[src/hdl/bpr_pkg.sv]
// package for the buffer pool replacement unit: sizes, codes and shared types
package bpr_pkg;

  localparam int NumFrames = 16;
  localparam int MaxPins   = 15;
  localparam int FrameW    = $clog2(NumFrames);
  localparam int CountW    = $clog2(NumFrames + 1);
  localparam int PinW      = 4;
  localparam int PageW     = 16;
  localparam int StampW    = 32;
  localparam int SweepW    = $clog2(2 * NumFrames + 1);

  // configuration register indexes
  localparam logic CfgPolicy = 1'b0;
  localparam logic CfgFrames = 1'b1;

  // request codes
  localparam logic ReqAccess  = 1'b0;
  localparam logic ReqRelease = 1'b1;

  // policy codes
  localparam logic PolLru   = 1'b0;
  localparam logic PolClock = 1'b1;

  // one result word
  typedef struct packed {
    logic              ok;
    logic              hit;
    logic [FrameW-1:0] frame_index;
    logic              evicted;
    logic [PageW-1:0]  evicted_page;
    logic              write_back;
    logic [PinW-1:0]   pins_now;
  } result_t;

endpackage

[src/hdl/bpr_ram.sv]
// generic single-port ram with registered read
module bpr_ram #(
  parameter int Width = 16,
  parameter int Depth = 16
) (
  input  logic                     clk_i,
  input  logic                     we_i,
  input  logic [$clog2(Depth)-1:0] addr_i,
  input  logic [Width-1:0]         wdata_i,
  output logic [Width-1:0]         rdata_o
);

  logic [Width-1:0] mem_q [Depth];

  // write and registered read
  always_ff @(posedge clk_i) begin
    if (we_i) begin
      mem_q[addr_i] <= wdata_i;
    end
    rdata_o <= mem_q[addr_i];
  end

endmodule

[src/hdl/buffer_pool_replacement_unit.sv]
// top level of the buffer pool replacement unit
//
//  channel  | signals                               | direction
//  req      | req_valid/req_ready + payload         | in
//  res      | res_valid/res_ready + payload         | out
//  cfg      | cfg_valid/cfg_ready, cfg_index/data   | in
//
// one word: accept, then the lookup reads and compares one frame at a time and
// finishes; a miss then scans for a free frame and, if none is found, runs a
// least-recently-used search or the clock sweep, then, if a victim is found,
// reads, evicts and loads.
// reset empties every frame and clears the counters at once.
// the result sits in an output register; the request side stays not ready
// until that register is free again.
module buffer_pool_replacement_unit (
  input  logic        clk_i,
  input  logic        rst_ni,
  input  logic        req_valid_i,
  output logic        req_ready_o,
  input  logic        req_type_i,
  input  logic [15:0] page_id_i,
  input  logic        is_write_i,
  input  logic        page_valid_i,
  output logic        res_valid_o,
  input  logic        res_ready_i,
  output logic        ok_o,
  output logic        hit_o,
  output logic [3:0]  frame_index_o,
  output logic        evicted_o,
  output logic [15:0] evicted_page_o,
  output logic        write_back_o,
  output logic [3:0]  pins_now_o,
  output logic [31:0] hit_total_o,
  output logic [31:0] miss_total_o,
  input  logic        cfg_valid_i,
  output logic        cfg_ready_o,
  input  logic        cfg_index_i,
  input  logic [4:0]  cfg_data_i
);

  localparam int FW = bpr_pkg::FrameW;
  localparam int NF = bpr_pkg::NumFrames;

  localparam logic [3:0] StIdle  = 4'd0;
  localparam logic [3:0] StRead  = 4'd1;
  localparam logic [3:0] StLook  = 4'd2;
  localparam logic [3:0] StFree  = 4'd3;
  localparam logic [3:0] StLru   = 4'd4;
  localparam logic [3:0] StClock = 4'd5;
  localparam logic [3:0] StEvRd  = 4'd6;
  localparam logic [3:0] StEvict = 4'd7;
  localparam logic [3:0] StLoad  = 4'd8;
  localparam logic [3:0] StDone  = 4'd9;

  logic [3:0] state_q;
  logic       policy_q;
  logic [4:0] frames_q;
  logic [NF-1:0] valid_q, dirty_q, ref_q;
  logic [bpr_pkg::PinW-1:0]   pins_q  [NF];
  logic [bpr_pkg::StampW-1:0] stamp_q [NF];
  logic [31:0] clock_q, hits_q, misses_q;
  logic [FW-1:0] hand_q, idx_q, best_q;
  logic          best_ok_q, found_q;
  logic [bpr_pkg::SweepW-1:0] steps_q;
  logic          req_q, wr_q, pv_q;
  logic [15:0]   page_q;
  logic [FW:0]   n_act;
  bpr_pkg::result_t res_q;
  logic          res_valid_q;

  // page ram port
  logic          ram_we;
  logic [FW-1:0] ram_addr;
  logic [15:0]   ram_rdata;

  bpr_ram #(.Width(bpr_pkg::PageW), .Depth(NF)) u_page_ram (
    .clk_i  (clk_i),
    .we_i   (ram_we),
    .addr_i (ram_addr),
    .wdata_i(page_q),
    .rdata_o(ram_rdata)
  );

  // active frame count, clamped
  always_comb begin
    if (frames_q == 5'd0) n_act = (FW+1)'(1);
    else if (frames_q > 5'(NF)) n_act = (FW+1)'(NF);
    else n_act = (FW+1)'(frames_q);
  end

  logic          last_idx;
  logic [FW-1:0] idx_inc;
  logic [FW-1:0] hand_nx;
  assign last_idx = ((FW+1)'(idx_q) + 1'b1) >= n_act;
  assign idx_inc  = idx_q + 1'b1;
  assign hand_nx  = (((FW+1)'(hand_q) + 1'b1) >= n_act) ? '0 : hand_q + 1'b1;

  assign ram_we   = (state_q == StLoad) && pv_q;
  assign ram_addr = (state_q == StLook || state_q == StRead) ? idx_q :
                    (state_q == StEvRd || state_q == StLoad) ? best_q : idx_q;

  assign req_ready_o = (state_q == StIdle) && !res_valid_q;
  assign cfg_ready_o = 1'b1;
  assign res_valid_o = res_valid_q;
  assign ok_o = res_q.ok;
  assign hit_o = res_q.hit;
  assign frame_index_o = res_q.frame_index;
  assign evicted_o = res_q.evicted;
  assign evicted_page_o = res_q.evicted_page;
  assign write_back_o = res_q.write_back;
  assign pins_now_o = res_q.pins_now;
  assign hit_total_o = hits_q;
  assign miss_total_o = misses_q;

  logic [31:0] clock_inc;
  assign clock_inc = (clock_q == '1) ? clock_q : clock_q + 1'b1;

  // sequencer walking the frames one at a time
  always_ff @(posedge clk_i or negedge rst_ni) begin
    if (!rst_ni) begin
      state_q <= StIdle;
      policy_q <= 1'b0;
      frames_q <= 5'd16;
      valid_q <= '0;
      dirty_q <= '0;
      ref_q <= '0;
      for (int i = 0; i < NF; i++) begin
        pins_q[i] <= '0;
        stamp_q[i] <= '0;
      end
      clock_q <= '0;
      hits_q <= '0;
      misses_q <= '0;
      hand_q <= '0;
      idx_q <= '0;
      best_q <= '0;
      best_ok_q <= 1'b0;
      found_q <= 1'b0;
      steps_q <= '0;
      res_valid_q <= 1'b0;
      res_q <= '0;
      req_q <= 1'b0;
      wr_q <= 1'b0;
      pv_q <= 1'b0;
      page_q <= '0;
    end else begin
      if (cfg_valid_i) begin
        if (cfg_index_i == bpr_pkg::CfgPolicy) policy_q <= cfg_data_i[0];
        else frames_q <= cfg_data_i;
      end
      if (res_valid_q && res_ready_i) res_valid_q <= 1'b0;
      case (state_q)
        StIdle: begin
          if (req_valid_i && req_ready_o) begin
            req_q <= req_type_i;
            page_q <= page_id_i;
            wr_q <= is_write_i;
            pv_q <= page_valid_i;
            idx_q <= '0;
            found_q <= 1'b0;
            res_q <= '0;
            state_q <= StRead;
          end
        end
        StRead: state_q <= StLook;
        // compare the frame at idx; ram read of idx was issued last cycle
        StLook: begin
          if (valid_q[idx_q] && ram_rdata == page_q) begin
            best_q <= idx_q;
            found_q <= 1'b1;
            state_q <= StDone;
          end else if (last_idx) begin
            state_q <= StDone;
          end else begin
            idx_q <= idx_inc;
            state_q <= StRead;
          end
        end
        StFree: begin
          if (!valid_q[idx_q]) begin
            best_q <= idx_q;
            state_q <= StLoad;
          end else if (last_idx) begin
            idx_q <= '0;
            best_ok_q <= 1'b0;
            if (policy_q == bpr_pkg::PolLru) begin
              state_q <= StLru;
            end else begin
              if ((FW+1)'(hand_q) >= n_act) hand_q <= '0;
              steps_q <= '0;
              state_q <= StClock;
            end
          end else begin
            idx_q <= idx_inc;
          end
        end
        StLru: begin
          if (valid_q[idx_q] && pins_q[idx_q] == '0 &&
              (!best_ok_q || stamp_q[idx_q] < stamp_q[best_q])) begin
            best_q <= idx_q;
            best_ok_q <= 1'b1;
          end
          if (last_idx) state_q <= StEvRd;
          else idx_q <= idx_inc;
        end
        StClock: begin
          if (steps_q >= bpr_pkg::SweepW'({n_act, 1'b0})) begin
            state_q <= StEvRd;
          end else begin
            steps_q <= steps_q + 1'b1;
            hand_q <= hand_nx;
            if (valid_q[hand_q] && pins_q[hand_q] == '0) begin
              if (!ref_q[hand_q]) begin
                best_q <= hand_q;
                best_ok_q <= 1'b1;
                state_q <= StEvRd;
              end else begin
                ref_q[hand_q] <= 1'b0;
              end
            end
          end
        end
        StEvRd: begin
          if (best_ok_q) state_q <= StEvict;
          else begin
            res_valid_q <= 1'b1;
            state_q <= StIdle;
          end
        end
        StEvict: begin
          res_q.evicted <= 1'b1;
          res_q.evicted_page <= ram_rdata;
          res_q.write_back <= dirty_q[best_q];
          valid_q[best_q] <= 1'b0;
          dirty_q[best_q] <= 1'b0;
          stamp_q[best_q] <= '0;
          ref_q[best_q] <= 1'b0;
          pins_q[best_q] <= '0;
          state_q <= StLoad;
        end
        StLoad: begin
          if (pv_q) begin
            valid_q[best_q] <= 1'b1;
            dirty_q[best_q] <= wr_q;
            ref_q[best_q] <= 1'b1;
            pins_q[best_q] <= bpr_pkg::PinW'(1);
            stamp_q[best_q] <= clock_inc;
            clock_q <= clock_inc;
            res_q.ok <= 1'b1;
            res_q.frame_index <= best_q;
            res_q.pins_now <= bpr_pkg::PinW'(1);
          end
          res_valid_q <= 1'b1;
          state_q <= StIdle;
        end
        StDone: begin
          if (found_q) begin
            state_q <= StIdle;
            res_valid_q <= 1'b1;
            res_q.ok <= 1'b1;
            res_q.hit <= 1'b1;
            res_q.frame_index <= best_q;
            if (req_q == bpr_pkg::ReqRelease) begin
              if (pins_q[best_q] != '0) begin
                pins_q[best_q] <= pins_q[best_q] - 1'b1;
                res_q.pins_now <= pins_q[best_q] - 1'b1;
              end else begin
                res_q.pins_now <= '0;
              end
            end else begin
              if (hits_q != '1) hits_q <= hits_q + 1'b1;
              if (wr_q) dirty_q[best_q] <= 1'b1;
              clock_q <= clock_inc;
              stamp_q[best_q] <= clock_inc;
              ref_q[best_q] <= 1'b1;
              if (pins_q[best_q] < bpr_pkg::PinW'(bpr_pkg::MaxPins)) begin
                pins_q[best_q] <= pins_q[best_q] + 1'b1;
                res_q.pins_now <= pins_q[best_q] + 1'b1;
              end else begin
                res_q.pins_now <= pins_q[best_q];
              end
            end
          end else if (req_q == bpr_pkg::ReqAccess) begin
            if (misses_q != '1) misses_q <= misses_q + 1'b1;
            idx_q <= '0;
            state_q <= StFree;
          end else begin
            // release of a page that is not resident
            state_q <= StIdle;
            res_valid_q <= 1'b1;
          end
        end
        default: state_q <= StIdle;
      endcase
    end
  end

`ifndef SYNTHESIS
  // result register is only written while no word is waiting
  a_busy_no_res: assert property (@(posedge clk_i) disable iff (!rst_ni)
    (state_q != StIdle) |-> !res_valid_q) else $error("result valid while busy");
  // a hit always reports ok and never an eviction
  a_hit_ok: assert property (@(posedge clk_i) disable iff (!rst_ni)
    (res_valid_q && res_q.hit) |-> (res_q.ok && !res_q.evicted))
    else $error("hit with bad flags");
  // hit counter never goes down
  a_hits_mono: assert property (@(posedge clk_i) disable iff (!rst_ni)
    1'b1 |=> (hits_q >= $past(hits_q))) else $error("hit count fell");
  // a failed result carries no frame
  a_fail_idx: assert property (@(posedge clk_i) disable iff (!rst_ni)
    (res_valid_q && !res_q.ok) |-> (res_q.frame_index == '0 && res_q.pins_now == '0))
    else $error("failed result with frame");
`endif

endmodule
[config.mk]
export PLATFORM = sky130hd
export DESIGN_NAME = buffer_pool_replacement_unit
export DESIGN_NICKNAME = d
export VERILOG_FILES = /design/src/hdl/bpr_pkg.sv /design/src/hdl/bpr_ram.sv /design/src/hdl/buffer_pool_replacement_unit.sv
export SDC_FILE = /design/constraint.sdc
export NUM_CORES = 2
export LEC_CHECK = 0
export BUFFER_PORTS_ARGS = -buffer_cell sky130_fd_sc_hd__buf_2
export CELL_PAD_IN_SITES_DETAIL_PLACEMENT = 0
export CELL_PAD_IN_SITES_GLOBAL_PLACEMENT = 2
export CORE_ASPECT_RATIO = 1.1
export CORE_UTILIZATION = 44
export CTS_CLUSTER_DIAMETER = 200
export DETAILED_ROUTE_END_ITERATION = 10
export GPL_TIMING_DRIVEN = 1
export PLACE_DENSITY_LB_ADDON = 0.08
export RECOVER_POWER = 25
export SETUP_SLACK_MARGIN = 0.2
export SLEW_MARGIN = 15
export SYNTH_ARGS = -nofsm -noshare
export SYNTH_HDL_FRONTEND = slang
export SYNTH_HIERARCHICAL = 1
export SYNTH_SLANG_ARGS = --single-unit
[constraint.sdc]
create_clock -name clk_i -period 5.75 [get_ports clk_i]
set_input_delay 0.2875 -clock clk_i [delete_from_list [all_inputs] [get_ports clk_i]]
set_output_delay 0.2875 -clock clk_i [all_outputs]
set_load 0.05 [all_outputs]
# [After elaboration in Yosys (flattened, before gate mapping)]
# Memories as Yosys holds them, arrays and structs flattened. A register that Yosys moved wholly into a read port is not among the register bits.
# Index checks and enable logic that the tools add are counted.
[totals] ramBits=256 output_inout_bits=95 n_memories=1 wordCells=339 inputBits=30 register_bits=798
[mem_list] memory="u_page_ram.mem_q" words=16 word_bits=16 rd=1 rd_clocked_by_memory_dff=1 wr=1 line="bpr_ram.sv:13" text="logic [Width-1:0] mem_q [Depth];"
[op_classes] n_eq_ne=37 add_sub_neg=10 muxes=140 bitwise=22 reduce_logical=54 magnitude_cmp=16
[ops] cell="512-bit 2-to-1 mux" n=3
[ops] cell="512-bit case mux with 3 select lines" n=1
[ops] cell="512-bit bitwise AND" n=1
[ops] cell="512-bit bitwise mux" n=1
[ops] cell="512-bit NOT" n=1
[ops] cell="64-bit 2-to-1 mux" n=5
[ops] cell="32-bit 2-to-1 mux" n=9
[ops] cell="32-bit binary-select mux with 4-bit select" n=2
[ops] cell="64-bit case mux with 3 select lines" n=1
[ops] cell="16-bit 2-to-1 mux" n=11
[ops] cell="4-bit 2-to-1 mux" n=44
[ops] cell="64-bit bitwise mux" n=2
[ops] cell="32-bit demux with 4-bit select" n=1
[ops] cell="32-bit by 1-bit adder with 32-bit output (second input constant)" n=3
[ops] cell="16-bit bitwise AND" n=4
[ops] cell="64-bit bitwise AND" n=1
[ops] cell="32-bit != test (second input constant)" n=2
[ops] cell="64-bit NOT" n=1
[ops] cell="16-bit OR" n=4
[ops] cell="16-bit case mux with 4 select lines" n=1
[ops] cell="32-bit case mux with 2 select lines" n=1
[ops] cell="48-bit bitwise AND" n=1
[ops] cell="4-bit binary-select mux with 4-bit select" n=3
[ops] cell="48-bit NOT" n=1
[ops] cell="62 further kinds" n=175

# [Depth between registers and ports, before layout]
[depth] ltp_word=10 ltp_mapped=18 mapped_depth_nobuf=13

# [Modules after synthesis]
# Netlist, hierarchy kept.
[modules_own_cells] mod="buffer_pool_replacement_unit" cells_each=3935 area_each_um2=42433.2 seq_area_each_um2=19970.4 instances=1
[modules_own_cells] mod="bpr_ram" cells_each=434 area_each_um2=10090.9 seq_area_each_um2=8007.7 instances=1

# [Least setup slack after synthesis]
# OpenSTA, ideal clock, no wires.
[synth_timing] path_kind="reg-to-reg" start="reg best_q[0]" end="reg best_q[0]" stages_incl_launch_ff=18 required_ns=5.625 slack_ns=0.988 synth_period_minus_slack_ns=4.762 n_path_buf=5 setup_time_ns=0.125 arrival_time_ns=4.638 path_cell_list="dfrtp_1 > buf_6 > buf_12 > buf_2 > buf_1 > buf_1 > mux4_2 > mux4_2 > inv_1 > ha_1 > a21oi_1 > a21oi_1 > o31ai_1 > a21oi_1 > o311a_1 > nor3_1 > o21ai_0 > mux2_2"
[synth_via] elab_chain_cells=9
[synth_lines] element="start: declaration" line="buffer_pool_replacement_unit.sv:62" text="logic [FW-1:0] hand_q, idx_q, best_q;"
[synth_lines] element="start signal: assignment" line="buffer_pool_replacement_unit.sv:169" text="best_q <= idx_q;"
[synth_lines] element="start signal: assignment" line="buffer_pool_replacement_unit.sv:181" text="best_q <= idx_q;"
[synth_lines] element="start signal: assignment" line="buffer_pool_replacement_unit.sv:200" text="best_q <= idx_q;"
[synth_lines] element="4-bit NOT with 5-bit output (implied by the code)" line="buffer_pool_replacement_unit.sv:199" text="(!best_ok_q || stamp_q[idx_q] < stamp_q[best_q])) begin"
[synth_lines] element="32-bit binary-select mux with 4-bit select" line="buffer_pool_replacement_unit.sv:199"
[synth_lines] element="32-bit 2-to-1 mux (implied by the code) (2 in a row)" line="buffer_pool_replacement_unit.sv:199"
[synth_lines] element="32-bit < comparator" line="buffer_pool_replacement_unit.sv:199"
[synth_lines] element="1-bit logical OR" line="buffer_pool_replacement_unit.sv:199"
[synth_lines] element="1-bit logical AND" line="buffer_pool_replacement_unit.sv:198" text="if (valid_q[idx_q] && pins_q[idx_q] == '0 &&"
[synth_lines] element="2-bit != test (no source line)"
[synth_lines] element="7-bit AND reduction (no source line)"
# Every way passes these cells. The select of a mux whose other input is x is not followed.
# A chain may end at the register's enable or synchronous reset.

# [Final worst setup path]
[layout_timing] start="reg best_q[1]" end="reg best_q[0]"
# The elaborated chain is that of the path after synthesis.

==> metrics.yaml <==
critical_path:
  ff2ff_setup_slack_ps: 900
  required_ps: 6360
  r2r-end: "best_q[0]$_DFFE_PN0P_"
  cp_max_fo: 43
  r2r_start: "best_q[1]$_DFFE_PN0P_"
  cp-end-kind: "flop"
  slowest_stage: "dfrtp_4"
  worstSetupPathType: "reg -> reg"
  rr_worst_depth: 14
  slowest_delay_ps: 970
  crit_arrival_ps: 5460
  crit_top_cell: "a21oi_1"
  crit_chain: "buf_12 -> mux4_2 -> mux4_2 -> inv_1 -> ha_1 -> a21oi_1 -> a21oi_1 -> o31ai_1 -> a21oi_1 -> o311a_1 -> nor3_1 -> o21ai_0 -> buf_4 -> mux2_2"
  start_kind: "flop"
logic_synthesis:
  postSynth.asyncResetShare: 0.746
  ys_ff_latch: 1070
  syn_nets: 4461
  synth.top_cell.area_share: 0.380
  synth-main-ff-cell: "dfrtp_1"
  synth.distinct_cells: 78
  yosys.area.top_type: "dfrtp_1"
  ys_seq_area_frac: 0.533
  syn_inst: 4369
  syn_area_per_cell_um2: 12.0
  synth_area_leaders: "dfrtp_1 (38%), edfxtp_1 (15%), mux4_2 (13%)"
  ys.warnings.count: 6
  synth_edf_count: 256
  syn_area_um2: 52500
sta:
  timing.fmax_ghz: 0.206
  clock-skew-final_ps: 32.4
  fin_crit_ps: 4850
  hold_violations: 0
  fin_crit_sh: 0.843
  slew_headroom: -2.12
  fin_ws_ps: 904
  worst_pin_slew_ps: 4680
  rsz0062_at_grt: "no"
  setup-violations-final: 0
  tns_ps: 0
  slew_viol_final: 88
clock_tree:
  clk_latency_ps: 750
  cts_max_level: 3
  clock_sinks: 1070
  cts_root_buffer: "clkbuf_16"
  path_clk_slew_ps: 70
  cts_tree: "done"
  clockBufferDepth: 3
  cts_buffers: 115
  ctsResizeCount: 0
final_layout:
  utilization: 0.507
  drive_above_1_share: 0.200
  fin_nets: 4568
  stdcell_area_um2: 59800
  area_growth_pct: 13.9
  instances_no_fill: 6115
hold_path:
  hp-class: "in -> reg"
  min_to: "page_q[10]$_DFFE_PN0P_"
  worstHoldStart: "page_id_i[10]"
  holdPathStages: 4
placed_design:
  place.gp.congestion: 0.833
  dp_slack_ps: 971
  portBuffers: 123
  placedCellCount: 5867
  placed_area_um2: 55300
  dp_hpwl_um: 104000
floorplanning:
  die_y_um: 364
  chipWidth_um: 331
  start_util: 0.445
  rows: 132
  ios: 125
  die_area_um2: 121000
  core_area_um2: 118000
routing:
  vias_per_cell: 5.99
  drt-total-wl_um: 167000
  drt_pass1_iterations: 5
  dr.first_iter.drc_count: 2747
  wl_per_cell_um: 27.4
  drc_errors: 0
  vias: 36600
  ant_nets: 0
power_and_ir_drop:
  p_leak_nw: 24.4
  vdd_drop_max_mv: 0.319
  power_density_nw_per_um2: 350
global_routing:
  grt_pass1_wl_um: 251000
  grt_util_all_layers: 0.279
  antenna_found_initial: 5
  grt_overflow_total: 0
  grt_max_degree: 168
  grt_pass1_vias: 37000
status:
  run_status: "finished with violations"
  violations: "capacitance limit, slew limit"
flow_run:
  maxCapViolations: 1
==> per-layer routing <==
| metal | wire length (µm) | track usage | up-vias | part of all wire |
|---|---|---|---|---|
| li1 | - | - | 16300 | - |
| met1 | 72100 | 0.374 | 19000 | 0.43 |
| met2 | 81600 | 0.469 | 1055 | 0.49 |
| met3 | 8900 | 0.0415 | 266 | 0.053 |
| met4 | 4840 | 0.0898 | 2 | 0.029 |
| met5 | 13 | 0 | - | 0.000078 |
==> synthesized netlist by cell type (16+ instances only) <==
cell type / count
dfrtp_1: 797
nand2_1: 772
o21ai_0: 614
mux4_2: 299
edfxtp_1: 256
clkbuf_1: 247
mux2i_1: 140
nor2_1: 113
nand3_1: 89
xnor2_1: 84
xor2_1: 68
a22oi_1: 67
a221oi_1: 66
ha_1: 62
o31ai_1: 60
inv_1: 53
nand2b_1: 46
a21oi_1: 43
mux2_2: 43
mux2_4: 40
buf_1: 39
nand4_1: 38
nor3_1: 38
and3_1: 27
nor2b_1: 25
mux4_1: 24
nor4_1: 19
dfxtp_1: 16
==> cell type report <==
class                           instances  area [µm²]
Clock buffer                          163        3360
Antenna cell                            1        2.50
Sequential cell                      1070       28000
Fill cell                           10400       58200
Clock inverter                         51         881
Timing Repair Buffer                  302        2260
Tap cell                             1541        1930
Multi-Input combinational cell       2931       23200
Inverter                               56         210
==> critical path: cells and delay by family (launching register included) <==
| kind | cells | cell delay [ps] |
|---|---|---|
| buf+inv | 3 | 570 |
| fa+ha+maj | 1 | 250 |
| simple gates | 1 | 430 |
| mux | 3 | 1080 |
| compound gates | 6 | 1380 |
| flops | 1 | 970 |
==> power by group <==
part	leakage [nW]	switching, W	internal [W]
logic	8.80	0.00233	0.00156
clock network	2.06	0.00327	0.00493
registers	13.5	0.000616	0.00825
total	24.4	0.00622	0.0147
==> worst max-delay path by stage <==
| stage | depth (start not counted) | from | endpoint | slack (ps) |
|---|---|---|---|---|
| 3_3_place_gp | 14 | best_q[1]$_DFFE_PN0P_ | best_q[0]$_DFFE_PN0P_ | 1060 |
| 3_5_place_dp | 14 | best_q[1]$_DFFE_PN0P_ | best_q[0]$_DFFE_PN0P_ | 970 |
| 4_1_cts | 14 | best_q[1]$_DFFE_PN0P_ | best_q[0]$_DFFE_PN0P_ | 940 |
| 5_1_grt | 2 | rst_ni | stamp_q[120]$_DFFE_PN0P_ | 420 |
| 2_1_floorplan | 17 | best_q[0]$_DFFE_PN0P_ | best_q[0]$_DFFE_PN0P_ | 990 |
| 6_report | 14 | best_q[1]$_DFFE_PN0P_ | best_q[0]$_DFFE_PN0P_ | 900 |
==> cells by family (layout without fill, tap and decap cells) <==
family	after synthesis	after routing	share of synthesized area
AND/OR/NAND/NOR	1248	1248	0.108
flip-flops	1070	1070	0.533
AO/OA/AOI/OAI	919	919	0.102
multiplexers	549	549	0.188
buffers and inverters	368	572	0.0290
XOR/XNOR	152	152	0.0253
adder cells (fa/ha/maj)	62	62	0.0148
other	1	2	0.0000714
==> metrics by stage <==
| stage | power (W) | hold WS [ps] |
|---|---|---|
| final | 0.0210 | 257 |
| after global placement | 0.0129 | 385 |
| after detailed placement | 0.0129 | 388 |
| after CTS | 0.0212 | 203 |
| after global routing | 0.0218 | 268 |
| after floorplan | 0.0115 | -8.09 |
==> sequential cells by signal, indices dropped and copies added, names as in the netlist, 5 cells and up, named ones only <==
name                flops
clock_q                32
dirty_q                16
evicted_page_o         16
frames_q                5
hit_total_o            32
miss_total_o           32
page_q                 16
pins_q                 64
ref_q                  16
stamp_q               512
steps_q                 6
u_page_ram/mem_q      256
u_page_ram/rdata_o     16
==> repair_timing <==
action	CTS	global route
hold buffers	33	0
hold endpoints to repair	113	0
setup buffers	0	0
==> placed cells by master, fill, tap and decap left out, types with 66 or more instances in the layout <==
| cell type | count |
|---|---|
| a221oi_1 | 66 |
| a22oi_1 | 67 |
| buf_2 | 122 |
| buf_4 | 129 |
| clkbuf_16 | 116 |
| dfrtp_1 | 789 |
| edfxtp_1 | 256 |
| mux2i_1 | 140 |
| mux4_2 | 299 |
| nand2_1 | 764 |
| nand3_1 | 80 |
| nor2_1 | 111 |
| o21ai_0 | 611 |
| xnor2_1 | 84 |
| xor2_1 | 68 |
(Power assumes the default switching activity.)
